## src/rtl/bsd_ram.sv

```systemverilog
// Generic single-write, single-read RAM with registered read data.
// No package dependency.
`default_nettype none

module bsd_ram #(
  parameter int WIDTH = 4,
  parameter int DEPTH = 1024
) (
  input  wire logic                     clk,
  input  wire logic                     wr_en,
  input  wire logic [$clog2(DEPTH)-1:0] wr_addr,
  input  wire logic [WIDTH-1:0]         wr_data,
  input  wire logic                     rd_en,
  input  wire logic [$clog2(DEPTH)-1:0] rd_addr,
  output logic      [WIDTH-1:0]         rd_data
);

  logic [WIDTH-1:0] mem [DEPTH];

  // Write port
  always_ff @(posedge clk) begin
    if (wr_en) begin
      mem[wr_addr] <= wr_data;
    end
  end

  // Registered read port, old data on a same-address write
  always_ff @(posedge clk) begin
    if (rd_en) begin
      rd_data <= mem[rd_addr];
    end
  end

endmodule

`default_nettype wire

```

## config.mk

```make
export PLATFORM = sky130hd
export DESIGN_NAME = bsd_ram
export DESIGN_NICKNAME = d
export VERILOG_FILES = /design/src/rtl/bsd_ram.sv
export SDC_FILE = /design/constraint.sdc
export NUM_CORES = 2
export LEC_CHECK = 0
export ABC_CLOCK_PERIOD_IN_PS = 4300
export BUFFER_PORTS_ARGS = -buffer_cell sky130_fd_sc_hd__buf_2
export CAP_MARGIN = 10
export CORE_MARGIN = 4
export CORE_UTILIZATION = 45
export CTS_CLUSTER_SIZE = 12
export DETAILED_ROUTE_END_ITERATION = 16
export SETUP_SLACK_MARGIN = 0.15
export SYNTH_ARGS = -nofsm -noshare
export SYNTH_HDL_FRONTEND = slang
export SYNTH_SLANG_ARGS = --single-unit
```

## constraint.sdc

```tcl
create_clock -name clk -period 4.3 [get_ports clk]
set_clock_uncertainty 0.1 [all_clocks]
set_input_delay 0.86 -clock clk [delete_from_list [all_inputs] [get_ports clk]]
set_output_delay 0.86 -clock clk [all_outputs]
set_load 0.1 [all_outputs]
```

==> flow_summary_export.csv <==
group,metric,value,unit
worst_setup_path,crit_path_cell_trace,"buf_6 -> nor2b_4 -> buf_12 -> a22o_1 -> a221oi_1 -> a31oi_1 -> o2111ai_1 -> buf_4 -> nor3_1 -> buf_4 -> a22oi_1 -> nand3_1",
clocking,h-tree-depth,5,
worst_setup_path,cp_data_arrival_time,4740,ps
sta,setup_slack,296,ps
sta,worst_pin_slew,1290,ps
sta,rsz0062_at_grt,"no",
sta,slew_viol_final,0,
worst_setup_path,max_stage_delay,630,ps
clocking,cts_tree,"built",
synthesis,syn_nets,8317,
worst_setup_path,cp.required,5040,ps
floorplan,die-height,608,µm
power_and_ir_drop,power_density,444,nW/µm²
finish,area_delta_synth_final,14.0,%
synthesis,netlist_area,162000,µm²
clocking,cts_resized,0,
worst_setup_path,start_kind,"input port",
finish,final_util,51.5,%
finish,fin_cells,13900,
global_route,grt_max_degree,186,
sta,setup_viol,0,
sta,holdWs,234,ps
sta,relSlewSlack,13.5,%
clocking,clkLatencyLatePin,990,ps
worst_setup_path,crit_top_cell,"buf_4",
synthesis,synth_ff_type,"edfxtp_1",
synthesis,synth_edf_count,4100,
floorplan,row_count,220,
floorplan,fp.dieW,608,µm
sta,period_needed,4000,ps
placed_design,place.gp.congestion,0.879,
global_route,gr-total-overflow,0,
worst_setup_path,worstPathMaxFanout,23,
global_route,grt_pass1_wl,663000,µm
synthesis,synth_area_leaders,"edfxtp_1 76%, mux4_2 12%, mux2i_1 2.8%, nor2_1 2.6%, o221ai_1 0.91%",
placed_design,dpl.cell_count,13200,
worst_setup_path,critPathSlowestCell,"nor2b_4",
synthesis,syn_avg_cell_area,19.6,µm²
detailed_routing,routed_wirelength,469000,µm
clocking,clk_pin_slew_worst_paths,60,ps
finish,drive_gt1_share,24.0,%
placed_design,port_buffers,30,
clocking,cts_hold_buf,0,
worst_hold_path,hold_class,"in2reg",
sta,finalSetupTns,0,ps
sta,fin_crit_sh,93.1,%
power_and_ir_drop,p_leak,57.7,nW
power_and_ir_drop,ir_drop,0.338,mV
clocking,cts_root_buf,"clkbuf_16",
floorplan,dieArea,370000,µm²
outcome,run_status,"finished, final reports clean",
worst_setup_path,worst_setup_path_end_kind,"register",
sta,max_freq,250,MHz
global_route,antenna_found_initial,34,
synthesis,synthDistinctLibCells,75,
detailed_routing,firstDrtPassIters,6,
detailed_routing,drtIter0Drc,12000,
finish,n_fill_cell,28400,
detailed_routing,vias_per_cell,6.21,
clocking,clock_sinks,4100,
floorplan,start_util,45.2,%
detailed_routing,vias,86300,
synthesis,yosysTopAreaCellShare,75.9,%
detailed_routing,drt-wirelength-per-cell,33.7,µm
finish,stdcell_area,185000,µm²
floorplan,ios,31,
synthesis,ys.warnings.count,0,
run,drv_cap,0,
global_route,grt_usage,25.0,%
power_and_ir_drop,p_total,82.1,mW
finish,nNetsFinal,8860,
detailed_routing,ant_nets,0,
synthesis,yosysTopAreaCell,"edfxtp_1",
placed_design,placed_area,173000,µm²
floorplan,fp.coreArea,359000,µm²
placed_design,dp_hpwl,297000,µm
global_route,grt_pass1_vias,87300,
synthesis,async_reset_ff_share,0,%
sta,hold_viol_final,0,
detailed_routing,drc,0,
worst_setup_path,worst-setup-path-type,"in2reg",
synthesis,synth_cells,8290,
clocking,clk_path_buf_depth,4,
synthesis,ys_ff_latch,4100,
clocking,cts_buffers,419,
clocking,postCtsSetupBuffers,0,
synthesis,synth.yosys.seq_area_share,75.9,%
placed_design,place_ws,-828,ps
==> layout make-up <==
type	instances	area (µm²)	share of cell area [%]
sequential	4100	123000	66.6
multi-input combinational	3593	36300	19.6
clock buffer	535	11000	5.96
timing repair buffer	713	7110	3.85
inverter	6	36.3	0.0196
clock inverter	166	1210	0.657
tap	4773	5970	3.23
antenna	12	30.0	0.0163
==> path summary, 6_finish.rpt <==
kind                from           to  slack, ps  cells after the start
max           rd_addr[3]   rd_data[1]        300                     12
min           wr_data[3]  mem[258][3]        230                      1
max reg2reg  mem[991][0]   rd_data[0]        630                     10
min reg2reg  mem[753][3]   rd_data[3]        980                      4
==> synthesized netlist by cell type, types with 10 or more instances <==
| library cell | number |
|---|---|
| a2111oi_0 | 10 |
| a211oi_1 | 13 |
| a21oi_1 | 129 |
| a221oi_1 | 29 |
| a22o_1 | 11 |
| a22oi_1 | 80 |
| a31oi_1 | 11 |
| and3_1 | 12 |
| buf_1 | 84 |
| buf_2 | 64 |
| buf_4 | 60 |
| buf_6 | 81 |
| clkbuf_1 | 300 |
| edfxtp_1 | 4100 |
| mux2_2 | 23 |
| mux2i_1 | 461 |
| mux4_2 | 875 |
| nand2_1 | 166 |
| nand2b_1 | 12 |
| nand3_1 | 62 |
| nand4_1 | 12 |
| nor2_1 | 1103 |
| nor2b_1 | 15 |
| nor3_1 | 100 |
| nor4_1 | 21 |
| o21ai_0 | 66 |
| o221ai_1 | 168 |
| o22ai_1 | 89 |
==> flip-flops by register name, indices dropped and copies added (netlist names) <==
signal,flops
rd_data,4
mem,4096
==> power breakdown <==
group,switching [mW],internal [mW],leakage (nW)
Sequential,0.0233,44.0,36.8
Combinational,2.94,1.68,14.9
Clock,14.9,18.5,5.96
Total,17.9,64.2,57.7
==> logic make-up after synthesis <==
family	Yosys count	share of synthesized area, %
flip-flops	4100	75.9
multiplexers	1359	15.2
AO/OA/AOI/OAI	674	2.96
AND/OR/NAND/NOR	1560	3.99
buffers and inverters	597	1.96
==> cell usage in the layout (no fill, tap or decap), drive strengths merged, types with 10 or more instances in the layout <==
cell type / synthesis / final
nand3: 62 / 62
nand4: 12 / 12
or2: 10 / 10
o22ai: 89 / 89
nand2b: 12 / 12
mux4: 875 / 875
inv: 5 / 16
a211oi: 13 / 13
a22o: 11 / 11
nor2: 1103 / 1103
buf: 291 / 713
a22oi: 80 / 80
nor4: 21 / 21
a21oi: 129 / 129
a2111oi: 10 / 10
a221oi: 29 / 29
clkbuf: 300 / 535
nor2b: 15 / 15
nand2: 166 / 166
edfxtp: 4100 / 4100
o221ai: 168 / 168
a31oi: 11 / 11
mux2: 23 / 23
o21ai: 68 / 68
mux2i: 461 / 461
and3: 12 / 12
diode: 0 / 12
nor3: 100 / 100
clkinv: 1 / 145
==> routing by layer <==
metal | vias to the layer above | routed length, µm | track usage [%]
met2 | 4613 | 225000 | 40.1
li1 | 35000 | - | -
met4 | 12 | 19200 | 9.19
met1 | 45800 | 180000 | 34.3
met3 | 856 | 43900 | 4.49
met5 | - | 79 | 0
==> worst max-delay path, delay by kind of cell <==
family,cells,cell delay [ps]
AO/OA/AOI/OAI,5,1340
buffers and inverters,4,1180
AND/OR/NAND/NOR,3,1260
Note: power is estimated with default switching activity, not from simulation.
