$ cat config.mk
export PLATFORM = sky130hd
export DESIGN_NAME = bsd_fifo
export DESIGN_NICKNAME = d
export VERILOG_FILES = /design/src/rtl/bsd_pkg.sv /design/src/rtl/bsd_fifo.sv
export SDC_FILE = /design/constraint.sdc
export NUM_CORES = 1
export LEC_CHECK = 0
export BUFFER_PORTS_ARGS = -buffer_cell sky130_fd_sc_hd__buf_2
export CAP_MARGIN = 10
export CORE_MARGIN = 3
export CORE_UTILIZATION = 50
export DETAILED_ROUTE_END_ITERATION = 12
export PLACE_DENSITY = 0.79
export SLEW_MARGIN = 0
export SYNTH_ARGS = -nofsm -noshare
export SYNTH_HDL_FRONTEND = slang
export SYNTH_SLANG_ARGS = --single-unit
$ cat constraint.sdc
create_clock -name clk -period 1.85 [get_ports clk]
set_input_delay 0.2775 -clock clk [delete_from_list [all_inputs] [get_ports clk]]
set_output_delay 0.2775 -clock clk [all_outputs]
set_load 0.05 [all_outputs]
$ cat src/rtl/bsd_pkg.sv
// Shared types, sizes and constants for the binary square dilation block.
// No dependencies; every other file of the block but bsd_ram imports this package.
`default_nettype none

package bsd_pkg;

  // Frame and window limits
  localparam int MAX_WIDTH  = 1024;
  localparam int MAX_HEIGHT = 1024;
  localparam int MAX_RANGE  = 7;

  // Derived widths
  localparam int COL_W      = $clog2(MAX_WIDTH);
  localparam int OROW_W     = $clog2(MAX_HEIGHT);
  localparam int ROW_W      = OROW_W + 1;
  localparam int EXT_W      = COL_W + 1;
  localparam int RANGE_W    = $clog2(MAX_RANGE + 1);
  localparam int WIN_CELLS  = 2 * MAX_RANGE + 1;
  localparam int SLOT_W     = $clog2(WIN_CELLS);
  localparam int CNT_W      = 4;
  localparam int DLY_W      = 13;
  localparam int PIX_W      = 8;

  localparam logic [CNT_W-1:0] CNT_SAT = {CNT_W{1'b1}};
  localparam logic [PIX_W-1:0] MASK_ON = 8'd255;

  // Beat kinds
  localparam logic KIND_PIXEL = 1'b0;

  // Configuration port
  localparam int CFG_IDX_W  = 2;
  localparam int CFG_DATA_W = 11;
  localparam logic [CFG_IDX_W-1:0] CFG_RANGE  = 2'd0;
  localparam logic [CFG_IDX_W-1:0] CFG_WIDTH  = 2'd1;
  localparam logic [CFG_IDX_W-1:0] CFG_HEIGHT = 2'd2;

  // Reset values, sizes held as size minus one
  localparam logic [RANGE_W-1:0] RST_RANGE     = 3'd1;
  localparam logic [COL_W-1:0]   RST_WIDTH_M1  = 10'd639;
  localparam logic [OROW_W-1:0]  RST_HEIGHT_M1 = 10'd479;

  // Output queue
  localparam int FIFO_DEPTH = 4;
  localparam int FIFO_PTR_W = $clog2(FIFO_DEPTH);
  localparam int FIFO_CNT_W = FIFO_PTR_W + 1;

  typedef struct packed {
    logic [PIX_W-1:0] mask_value;
    logic             frame_last;
  } out_beat_t;

  // Window controls handed to the cell row
  typedef struct packed {
    logic [RANGE_W-1:0] half;
    logic [COL_W-1:0]   col_p;
    logic [COL_W-1:0]   rem;
  } win_ctrl_t;

  // Clamp a written size to 1..lim and return it minus one
  function automatic logic [COL_W-1:0] clamp_size_m1(input logic [CFG_DATA_W-1:0] v,
                                                     input logic [CFG_DATA_W-1:0] lim);
    logic [CFG_DATA_W-1:0] m1;
    if (v == '0) begin
      m1 = '0;
    end else if (v > lim) begin
      m1 = lim - CFG_DATA_W'(1);
    end else begin
      m1 = v - CFG_DATA_W'(1);
    end
    return m1[COL_W-1:0];
  endfunction

endpackage

`default_nettype wire

$ cat src/rtl/bsd_fifo.sv
// Small output queue that parts the mask stream from the pipeline.
// Depends on bsd_pkg for the beat type and depth.
`default_nettype none

module bsd_fifo (
  input  wire logic                          clk,
  input  wire logic                          rst,
  input  wire logic                          push,
  input  wire bsd_pkg::out_beat_t            push_data,
  input  wire logic                          take,
  output logic                               valid,
  output bsd_pkg::out_beat_t                 data,
  output logic [bsd_pkg::FIFO_CNT_W-1:0]     count
);
  import bsd_pkg::*;

  out_beat_t             entries [FIFO_DEPTH];
  logic [FIFO_PTR_W-1:0] wr_ptr;
  logic [FIFO_PTR_W-1:0] rd_ptr;
  logic                  pop;

  assign valid = count != '0;
  assign pop   = valid && take;
  assign data  = entries[rd_ptr];

  // Store pushed beats
  always_ff @(posedge clk) begin
    if (push) begin
      entries[wr_ptr] <= push_data;
    end
  end

  // Advance pointers and fill level
  always_ff @(posedge clk) begin
    if (rst) begin
      wr_ptr <= '0;
      rd_ptr <= '0;
      count  <= '0;
    end else begin
      if (push) begin
        wr_ptr <= wr_ptr + FIFO_PTR_W'(1);
      end
      if (pop) begin
        rd_ptr <= rd_ptr + FIFO_PTR_W'(1);
      end
      count <= count + FIFO_CNT_W'(push) - FIFO_CNT_W'(pop);
    end
  end

endmodule

`default_nettype wire

==> qor.csv <==
stage;metric;value;unit
clocking;clkTransAtPathRegs;0.13;ns
clocking;cts_root_buffer;clkbuf_4;
clocking;clock_sinks;45;
sta;fin_skew;0.0187;ns
clocking;insertion_delay;0.36;ns
sta;slew_headroom;67.0;%
global_route;grt_pass1_vias;982;
detailed_routing;num_vias;877;
pwr;power_switching;988;µW
sta;period_share;100;%
global_route;grtUsageTotal;15.3;%
logic_synthesis;ys_ff_latch;45;
pwr;leakage;0.781;nW
logic_synthesis;synth_cells;92;
min_path;hp-start;push_data[1];
clocking;numCtsBuffers;5;
detailed_routing;drt_wl_total;2790;µm
place;place_congestion;0.721;
pwr;p_int;1.83;mW
sta;tightestPinTransition;0.495;ns
setup_path;critical-path-max-stage-delay;0.51;ns
logic_synthesis;synth_warnings;0;
setup_path;startpoint;count[0]$_SDFF_PP0_;
place;io_buffers;25;
status;status;finished, violations left;
place;pre_cts_slack;0.00712;ns
pwr;combPwrFrac;39.6;%
logic_synthesis;ys_seq_area_share;71.5;%
sta;hold_viol_final;0;
sta;layout_setup_ws;-0.00194;ns
setup_path;required;2.15;ns
pwr;seqPwrFrac;44.7;%
logic_synthesis;ys_types;19;
setup_path;critPathLaunchType;flip-flop;
detailed_routing;drtPass1Iterations;2;
logic_synthesis;avgSynthCellArea;19.2;µm²
logic_synthesis;syn_area;1760;µm²
clocking;h-tree-depth;2;
finish;diodes;0;
die;initial_utilization;55.0;%
pwr;clkPwrFrac;15.7;%
status;violations;negative setup slack;
sta;report.final.slew_viol_count;0;
sta;max_freq;540;MHz
detailed_routing;ant_nets;0;
pwr;powerDensity;1330;nW/µm²
setup_path;cpMaxStageDelayCell;fa_2;
job;cap_violations;0;
sta;setup_violations;1;
pwr;ir_drop;1.00;mV
clocking;cts_max_path_buffers;2;
min_path;hold_path.class;in2reg;
clocking;ctsHoldBuffers;0;
die;core;3200;µm²
finish;fillers;236;
setup_path;critPathArrivalTime;2.15;ns
sta;rsz0062_at_grt;yes;
setup_path;worst_setup_path_end_kind;flip-flop;
clocking;cts_tree;built;
detailed_routing;viasPerCell;5.07;
sta;min_period;1.85;ns
setup_path;cp_max_fo;2;
finish;drive_above_1_share;42.6;%
setup_path;r2r_start;count[0]$_SDFF_PP0_;
die;die_h;65.4;µm
setup_path;r2r_slack;-0.002;ns
detailed_routing;drc;0;
global_route;grt_pass1_wl;4600;µm
die;ioPinCount;26;
sta;worst_hold_slack;0.130;ns
die;die_x;65.4;µm
pwr;switching_share;35.1;%
pwr;total_power;2.81;mW
die;die_area;4270;µm²
place;detailed_place_hpwl;1840;µm
finish;finalNetCount;148;
detailed_routing;dr.first_iter.drc_count;29;
die;rows;20;
place;placed_cell_area;1960;µm²
finish;area_growth;20.0;%
finish;final_cell_area;2120;µm²
setup_path;crit_type;reg2reg;
global_route;antenna_found_initial;0;
detailed_routing;wl_per_cell;16.1;µm
setup_path;cp_cell_sequence;o31a_1, ha_1, inv_1, ha_2, fa_2, nor2b_1;
global_route;grt_max_degree;14;
global_route;grt_overflow_total;0;
logic_synthesis;synth_nets;112;
==> cell usage after synthesis <==
master	number	area share [%]
o31a_1	1	0.50
ha_1	6	4.3
nor2_1	5	1.1
mux4_2	9	11
clkbuf_1	2	0.43
o311ai_0	1	0.50
nor2b_1	4	1.4
mux2_2	1	0.64
dfxtp_1	9	10
or3_1	1	0.36
and2_1	4	1.4
buf_2	1	0.28
xnor2_1	1	0.50
mux2_1	2	1.3
mux2i_1	1	0.57
inv_1	6	1.3
fa_1	1	1.1
xor3_1	1	1.3
edfxtp_1	36	61
==> critical path: cells and delay by family (launching register included) <==
family                   cells  cell delay (ns)
flip-flops                   1             0.36
AO/OA/AOI/OAI                1             0.32
buffers and inverters        1             0.04
AND/OR/NAND/NOR              1             0.12
adder cells (fa/ha/maj)      3             0.95
==> kinds of logic after synthesis <==
logic type               synth area share (%)
multiplexers                             14.0
AND/OR/NAND/NOR                          4.26
XOR/XNOR                                 1.85
adder cells (fa/ha/maj)                  5.39
buffers and inverters                    1.99
flip-flops                               71.5
AO/OA/AOI/OAI                           0.994
==> sequential cells by signal, indices dropped and copies added, names as in the netlist, named ones only <==
signal and count:
wr_ptr 2, rd_ptr 2, entries 36, count 3
==> metal layers <==
metal,track usage (%),vias up,routed length [µm]
met5,0,-,0
met2,26.0,18,1540
li1,-,420,-
met3,5.13,8,105
met4,8.55,0,80
met1,16.7,431,1060
==> final timing paths <==
kind	endpoint	cells after the start
max reg2reg	count[1]$_SDFF_PP0_	6
min	entries[0][1]$_DFFE_PP_	1
min reg2reg	wr_ptr[1]$_SDFFE_PP0P_	2
max	count[1]$_SDFF_PP0_	6
==> final cells by class <==
class,instances,area (µm²),share of cell area [%]
flip-flops and latches,45,1270,60.1
repair buffers,32,241,11.4
clock buffers,7,45.0,2.13
inverters,6,22.5,1.06
well taps,44,55.1,2.60
multi-input cells,38,472,22.3
clock inverters,1,7.51,0.355
==> cells in the final DEF (no fill, tap or decap) <==
| cell type | instances |
|---|---|
| clkinvlp_4 | 1 |
| and2_1 | 4 |
| mux2i_1 | 1 |
| buf_2 | 16 |
| ha_2 | 1 |
| nor2_1 | 5 |
| xnor2_1 | 1 |
| mux4_2 | 9 |
| dfxtp_4 | 2 |
| ha_1 | 5 |
| mux2_2 | 1 |
| fa_2 | 1 |
| o311ai_0 | 1 |
| dfxtp_2 | 3 |
| buf_6 | 11 |
| mux2_1 | 2 |
| inv_1 | 6 |
| clkbuf_1 | 2 |
| buf_4 | 5 |
| edfxtp_1 | 36 |
| dfxtp_1 | 4 |
| or3_1 | 1 |
| xor3_1 | 1 |
| nor2b_1 | 4 |
| o31a_1 | 1 |
| clkbuf_4 | 5 |
==> stage by stage <==
| step | cells | setup TNS (ns) | utilization [%] |
|---|---|---|---|
| 2_1_floorplan | 92 | -0.0404 | - |
| 3_3_place_gp | 160 | 0 | 61.2 |
| 3_5_place_dp | 160 | 0 | 61.2 |
| 4_1_cts | 172 | -0.00100 | 65.4 |
| 5_1_grt | 173 | -0.400 | 66.1 |
| 6_report | 173 | -0.00194 | 66.1 |
==> power by group through the flow <==
| stage | Clock (mW) | Combinational (mW) | Sequential [mW] |
|---|---|---|---|
| 3_3_place_gp | 0 | 0.914 | 1.28 |
| 3_5_place_dp | 0 | 0.947 | 1.29 |
| 6_report | 0.441 | 1.12 | 1.26 |
| 4_1_cts | 0.456 | 1.09 | 1.26 |
| 5_1_grt | 0.494 | 1.20 | 1.27 |
| 2_1_floorplan | 0 | 0.667 | 1.35 |
==> repair_timing <==
| item | in CTS | in global routing |
|---|---|---|
| pin swaps | 1 | 1 |
| cloned | 1 | 0 |
| setup buffers | 3 | 1 |
| gates resized for setup | 19 | 4 |
| endpoints found under the setup margin | 10 | 11 |
No activity file was read; power rests on OpenSTA's default activity.
