$ cat config.mk
export PLATFORM = sky130hd
export DESIGN_NAME = bsd_chain
export DESIGN_NICKNAME = d
export VERILOG_FILES = /design/src/rtl/bsd_pkg.sv /design/src/rtl/bsd_cell.sv /design/src/rtl/bsd_chain.sv
export SDC_FILE = /design/constraint.sdc
export NUM_CORES = 1
export LEC_CHECK = 0
export ABC_AREA = 1
export BUFFER_PORTS_ARGS = -buffer_cell sky130_fd_sc_hd__buf_2
export CAP_MARGIN = 10
export CORE_ASPECT_RATIO = 1.4
export CORE_MARGIN = 4
export CORE_UTILIZATION = 30
export CTS_BUF_LIST = sky130_fd_sc_hd__clkbuf_16
export DETAILED_ROUTE_END_ITERATION = 8
export GPL_TIMING_DRIVEN = 0
export PLACE_DENSITY = 0.52
export SETUP_SLACK_MARGIN = 0.3
export SYNTH_ARGS = -nofsm -noshare
export SYNTH_HDL_FRONTEND = slang
export SYNTH_SLANG_ARGS = --single-unit
$ cat constraint.sdc
create_clock -name clk -period 2.97 [get_ports clk]
set_input_delay 0.1485 -clock clk [delete_from_list [all_inputs] [get_ports clk]]
set_output_delay 0.1485 -clock clk [all_outputs]
set_load 0.02 [all_outputs]
$ cat src/rtl/bsd_pkg.sv
// Shared types, sizes and constants for the binary square dilation block.
// No dependencies; every other file of the block but bsd_ram imports this package.
`default_nettype none

package bsd_pkg;

  // Frame and window limits
  localparam int MAX_WIDTH  = 1024;
  localparam int MAX_HEIGHT = 1024;
  localparam int MAX_RANGE  = 7;

  // Derived widths
  localparam int COL_W      = $clog2(MAX_WIDTH);
  localparam int OROW_W     = $clog2(MAX_HEIGHT);
  localparam int ROW_W      = OROW_W + 1;
  localparam int EXT_W      = COL_W + 1;
  localparam int RANGE_W    = $clog2(MAX_RANGE + 1);
  localparam int WIN_CELLS  = 2 * MAX_RANGE + 1;
  localparam int SLOT_W     = $clog2(WIN_CELLS);
  localparam int CNT_W      = 4;
  localparam int DLY_W      = 13;
  localparam int PIX_W      = 8;

  localparam logic [CNT_W-1:0] CNT_SAT = {CNT_W{1'b1}};
  localparam logic [PIX_W-1:0] MASK_ON = 8'd255;

  // Beat kinds
  localparam logic KIND_PIXEL = 1'b0;

  // Configuration port
  localparam int CFG_IDX_W  = 2;
  localparam int CFG_DATA_W = 11;
  localparam logic [CFG_IDX_W-1:0] CFG_RANGE  = 2'd0;
  localparam logic [CFG_IDX_W-1:0] CFG_WIDTH  = 2'd1;
  localparam logic [CFG_IDX_W-1:0] CFG_HEIGHT = 2'd2;

  // Reset values, sizes held as size minus one
  localparam logic [RANGE_W-1:0] RST_RANGE     = 3'd1;
  localparam logic [COL_W-1:0]   RST_WIDTH_M1  = 10'd639;
  localparam logic [OROW_W-1:0]  RST_HEIGHT_M1 = 10'd479;

  // Output queue
  localparam int FIFO_DEPTH = 4;
  localparam int FIFO_PTR_W = $clog2(FIFO_DEPTH);
  localparam int FIFO_CNT_W = FIFO_PTR_W + 1;

  typedef struct packed {
    logic [PIX_W-1:0] mask_value;
    logic             frame_last;
  } out_beat_t;

  // Window controls handed to the cell row
  typedef struct packed {
    logic [RANGE_W-1:0] half;
    logic [COL_W-1:0]   col_p;
    logic [COL_W-1:0]   rem;
  } win_ctrl_t;

  // Clamp a written size to 1..lim and return it minus one
  function automatic logic [COL_W-1:0] clamp_size_m1(input logic [CFG_DATA_W-1:0] v,
                                                     input logic [CFG_DATA_W-1:0] lim);
    logic [CFG_DATA_W-1:0] m1;
    if (v == '0) begin
      m1 = '0;
    end else if (v > lim) begin
      m1 = lim - CFG_DATA_W'(1);
    end else begin
      m1 = v - CFG_DATA_W'(1);
    end
    return m1[COL_W-1:0];
  endfunction

endpackage

`default_nettype wire

$ cat src/rtl/bsd_cell.sv
// One cell of the horizontal window row: holds one column-hit bit.
// Depends on bsd_pkg for widths and the window control struct.
`default_nettype none

module bsd_cell (
  input  wire logic                      clk,
  input  wire logic                      advance,
  input  wire logic [bsd_pkg::SLOT_W-1:0] slot,
  input  wire bsd_pkg::win_ctrl_t        ctrl,
  input  wire logic                      bit_in,
  output logic                           bit_out,
  output logic                           hit
);
  import bsd_pkg::*;

  logic stored;
  logic in_span;
  logic fwd_ok;
  logic back_ok;

  // Shift the neighbour's bit in on every stream beat
  always_ff @(posedge clk) begin
    if (advance) begin
      stored <= bit_in;
    end
  end

  // Keep the bit only if it sits in the window and on the same row as the centre
  always_comb begin
    in_span = slot <= {ctrl.half, 1'b0};
    fwd_ok  = EXT_W'(slot) <= (EXT_W'(ctrl.col_p) + EXT_W'(ctrl.half));
    back_ok = (EXT_W'(ctrl.rem) + EXT_W'(slot)) >= EXT_W'(ctrl.half);
  end

  assign bit_out = stored;
  assign hit     = stored & in_span & fwd_ok & back_ok;

endmodule

`default_nettype wire

$ cat src/rtl/bsd_chain.sv
// Row of window cells forming the horizontal half of the dilation.
// Depends on bsd_pkg and bsd_cell.
`default_nettype none

module bsd_chain (
  input  wire logic               clk,
  input  wire logic               advance,
  input  wire logic               bit_in,
  input  wire bsd_pkg::win_ctrl_t ctrl,
  output logic                    hit
);
  import bsd_pkg::*;

  logic [WIN_CELLS:0]   link;
  logic [WIN_CELLS-1:0] hits;

  assign link[0] = bit_in;

  // Cell k holds the column-hit bit of the beat k steps back
  for (genvar k = 0; k < WIN_CELLS; k++) begin : g_cell
    bsd_cell u_cell (
      .clk     (clk),
      .advance (advance),
      .slot    (SLOT_W'(k)),
      .ctrl    (ctrl),
      .bit_in  (link[k]),
      .bit_out (link[k+1]),
      .hit     (hits[k])
    );
  end

  assign hit = |hits;

endmodule

`default_nettype wire

==> summary.txt <==
Status
  – Run status: complete, no violations

STA
  – RSZ-0062 raised after global routing: false
  – Worst slew pin tran: around 0.63 ns
  – Hold Violations, Final: 0
  – Achievable frequency: about 0.39 GHz
  – Final Setup Violations: 0
  – Max Slew Vio Count: 0
  – Fin Hold WS: 0.0828 ns
  – Final min period: around 2.5 ns
  – Slew HR: 0.583
  – TNS Setup: 0 ns
  – Worst Skew: approximately 0.0021 ns
  – Tcrit/Tclk final: 0.854

Worst setup path
  – Critical path peak fanout: 10
  – WP data arrival: 2.39 ns
  – Critical R2R Launch: g_cell[7].u_cell.bit_out
  – WS Path Type: in2out
  – Flop2flop setup slack: 2.29 ns
  – CP Data Required Time: 2.82 ns
  – Endpoint type of the worst setup path: output port
  – R2R depth: 0
  – Reg2reg end: g_cell[8].u_cell.bit_out
  – Worst Setup EP: hit
  – CP startpoint: ctrl[2]
  – Crit start category: input pin

Power and ir drop
  – Internal Power: ~650 uW
  – Pwr dens: approximately 250 nW/um^2
  – Flop pwr share: 0.221
  – Combinational Power Share: 0.561
  – Sw frac: 0.441
  – Worst vdd ir: roughly 170 uV
  – Sw power: 509 uW
  – Clock network power share: 0.218
  – Lkg Pwr: between 0.002 and 0.0025 uW

Floorplanning
  – Die height: approximately 140 um
  – Std-Cell Rows: 48
  – # IOs: 27
  – Full die area: around 15000 sq um
  – Die Wd: 104 um
  – Total core area: 12500 sq um
  – Effective utilization at floorplan: 0.311

Synthesis
  – Ranking of synthesized cells by area: nand2_1 27%, nand3_1 13%, edfxtp_1 12%
  – Synth unique cells: 35
  – Flops & latches, synth: 15
  – Syn_nets: 799
  – Yosys top cell area share: 0.267
  – Synth warnings: 0
  – Synth area leader: nand2_1
  – Syn avg cell area: 5.25 sq um
  – Mapped cell area: roughly 3900 sq um
  – Seq/Total Area, Yosys: 0.116
  – Mapped Cells: 740

Final layout
  – Layout cells sized above 1: 0.138
  – Ant. Diodes: 0
  – Commonest non-fill, non-tap cell in the layout: nand2_1
  – # fillers: 1436
  – Number of flip-flops in the largest register: 15
  – Commonest non-fill, non-tap cells in the layout: 274 x nand2_1, 110 x nor2_1, 96 x nand3_1
  – Nets: 836
  – Synth-to-layout area growth: 18.0%

Drt
  – DR vias/cell: 5.11
  – Post-DRT Antenna Nets: 0
  – Post-DR wirelength/cell: approximately 17 um
  – Starting DRT DRC Count: 409
  – Post-Route WL: about 16000 um
  – DRT Pass-1 Iters: 5
  – DRC Markers: 0
  – Vias: 4730

GRT
  – Total GRT Usage: 0.204
  – GRT Residual Overflow: 0
  – Vias in the first global route: 4506
  – Largest net degree at the start of global routing: 16
  – Initial antenna violation count: 0
  – First-pass GRT wire length: 24000 um

Hold path
  – Min-Delay Path Depth: 1
  – Hold/Removal Path Class: in2reg

Flow run
  – Max Cap Viol: 0

Place
  – Dpl hpwl: between 10000 and 15000 um
  – Port Buf Inserts: 23
  – Placer Congestion: 0.965

CTS
  – Hold buffers post-CTS: 0
  – H-tree depth: 1
  – CTS Buf Count: 3
  – CTS clk-pin slew, worst paths: 0.04 ns
  – Clock Root Buffer: clkbuf_16
  – Latest clock arrival within the worst-skew pair: 0.24 ns
  – Clock Sinks: 15
  – Max clock buf depth: 2
  – TritonCTS clock tree: yes
## cell families after synthesis
family / count (synthesis) / share of synthesized area
and+or+nand+nor: 526 / 0.572
AOI/OAI and AO/OA: 54 / 0.0715
buffers and inverters: 101 / 0.107
adders and majority gates: 33 / 0.108
DFF: 15 / 0.116
xor gates and xnor gates: 11 / 0.0248
## synthesized netlist by cell type, drive strengths merged
cell type and number:
nor2 124, xnor2 2, nor3 3, edfxtp 15, nand2 281, clkinv 3
a21oi 19, o21a 1, and3 2, nor4 1, or2 1, fa 1
o21ai 32, nand3b 5, and2 2, ha 32, nand4 7, inv 74
o211ai 1, xor2 9, buf 17, o21bai 1, clkbuf 7, nand3 100
## power groups by stage
stage,sequential [uW],clock [uW],combinational (uW)
6_report,255,252,648
5_1_grt,256,272,724
4_1_cts,256,257,593
3_5_place_dp,259,0,573
3_3_place_gp,259,0,575
2_1_floorplan,255,0,393
## worst min path at each step
stage	from	endpoint	slack [ns]
floorplan	bit_in	g_cell[0].u_cell.bit_out	0.25
global placement	bit_in	g_cell[0].u_cell.bit_out	0.33
detailed placement	bit_in	g_cell[0].u_cell.bit_out	0.33
CTS	bit_in	g_cell[0].u_cell.bit_out	0.08
global route	bit_in	g_cell[0].u_cell.bit_out	0.09
finish	bit_in	g_cell[0].u_cell.bit_out	0.08
## routing by layer
layer / global-route usage / routed length, um / vias to the layer above
met5: 0 / 0 / -
met4: 0.118 / 974 / 0
met3: 0.0118 / 801 / 51
met2: 0.376 / 7600 / 193
met1: 0.234 / 6150 / 2060
li1: - / - / 2426
## worst max-delay path, stage by stage
cell and delay [ns]:
buf_12 0.08, clkinvlp_4 0.12, buf_4 0.22, ha_1 0.25, a21oi_1 0.33, inv_1 0.14
nand2_1 0.11, nand3_1 0.08, nor2_1 0.11, nand2_1 0.07, nor2_2 0.15, nor2_1 0.06
nand2_1 0.06, nand2_1 0.05, nor2_1 0.08, nand2_1 0.07, inv_1 0.05, nand2_1 0.07
buf_6 0.14
## final cells by class
type | instances | area [sq um] | share of cell area
multi-input combinational | 624 | 3190 | 0.696
sequential | 15 | 450 | 0.0983
inverter | 77 | 299 | 0.0653
timing repair buffer | 32 | 236 | 0.0516
tap | 150 | 188 | 0.0410
buffer | 24 | 140 | 0.0306
clock buffer | 3 | 75.1 | 0.0164
clock inverter | 1 | 3.75 | 0.000819
## through the flow
step | setup slack, ns | instance area, sq um | std cells | utilization | total power, uW
2_1_floorplan | 0.892 | 3880 | 740 | - | 649
3_3_place_gp | -0.440 | 4190 | 913 | 0.335 | 834
3_5_place_dp | -0.443 | 4190 | 913 | 0.335 | 832
4_1_cts | 0.304 | 4340 | 919 | 0.347 | 1110
5_1_grt | 0.298 | 4580 | 926 | 0.367 | 1250
6_report | 0.433 | 4580 | 926 | 0.367 | 1160
## repair_timing
action | CTS | global route
pin swaps | 7 | 10
buffers inserted | 2 | 7
resized for setup | 19 | 34
gates cloned | 0 | 0
endpoints found under the setup margin | 1 | 1
Note: power is estimated with default switching activity, not from simulation.
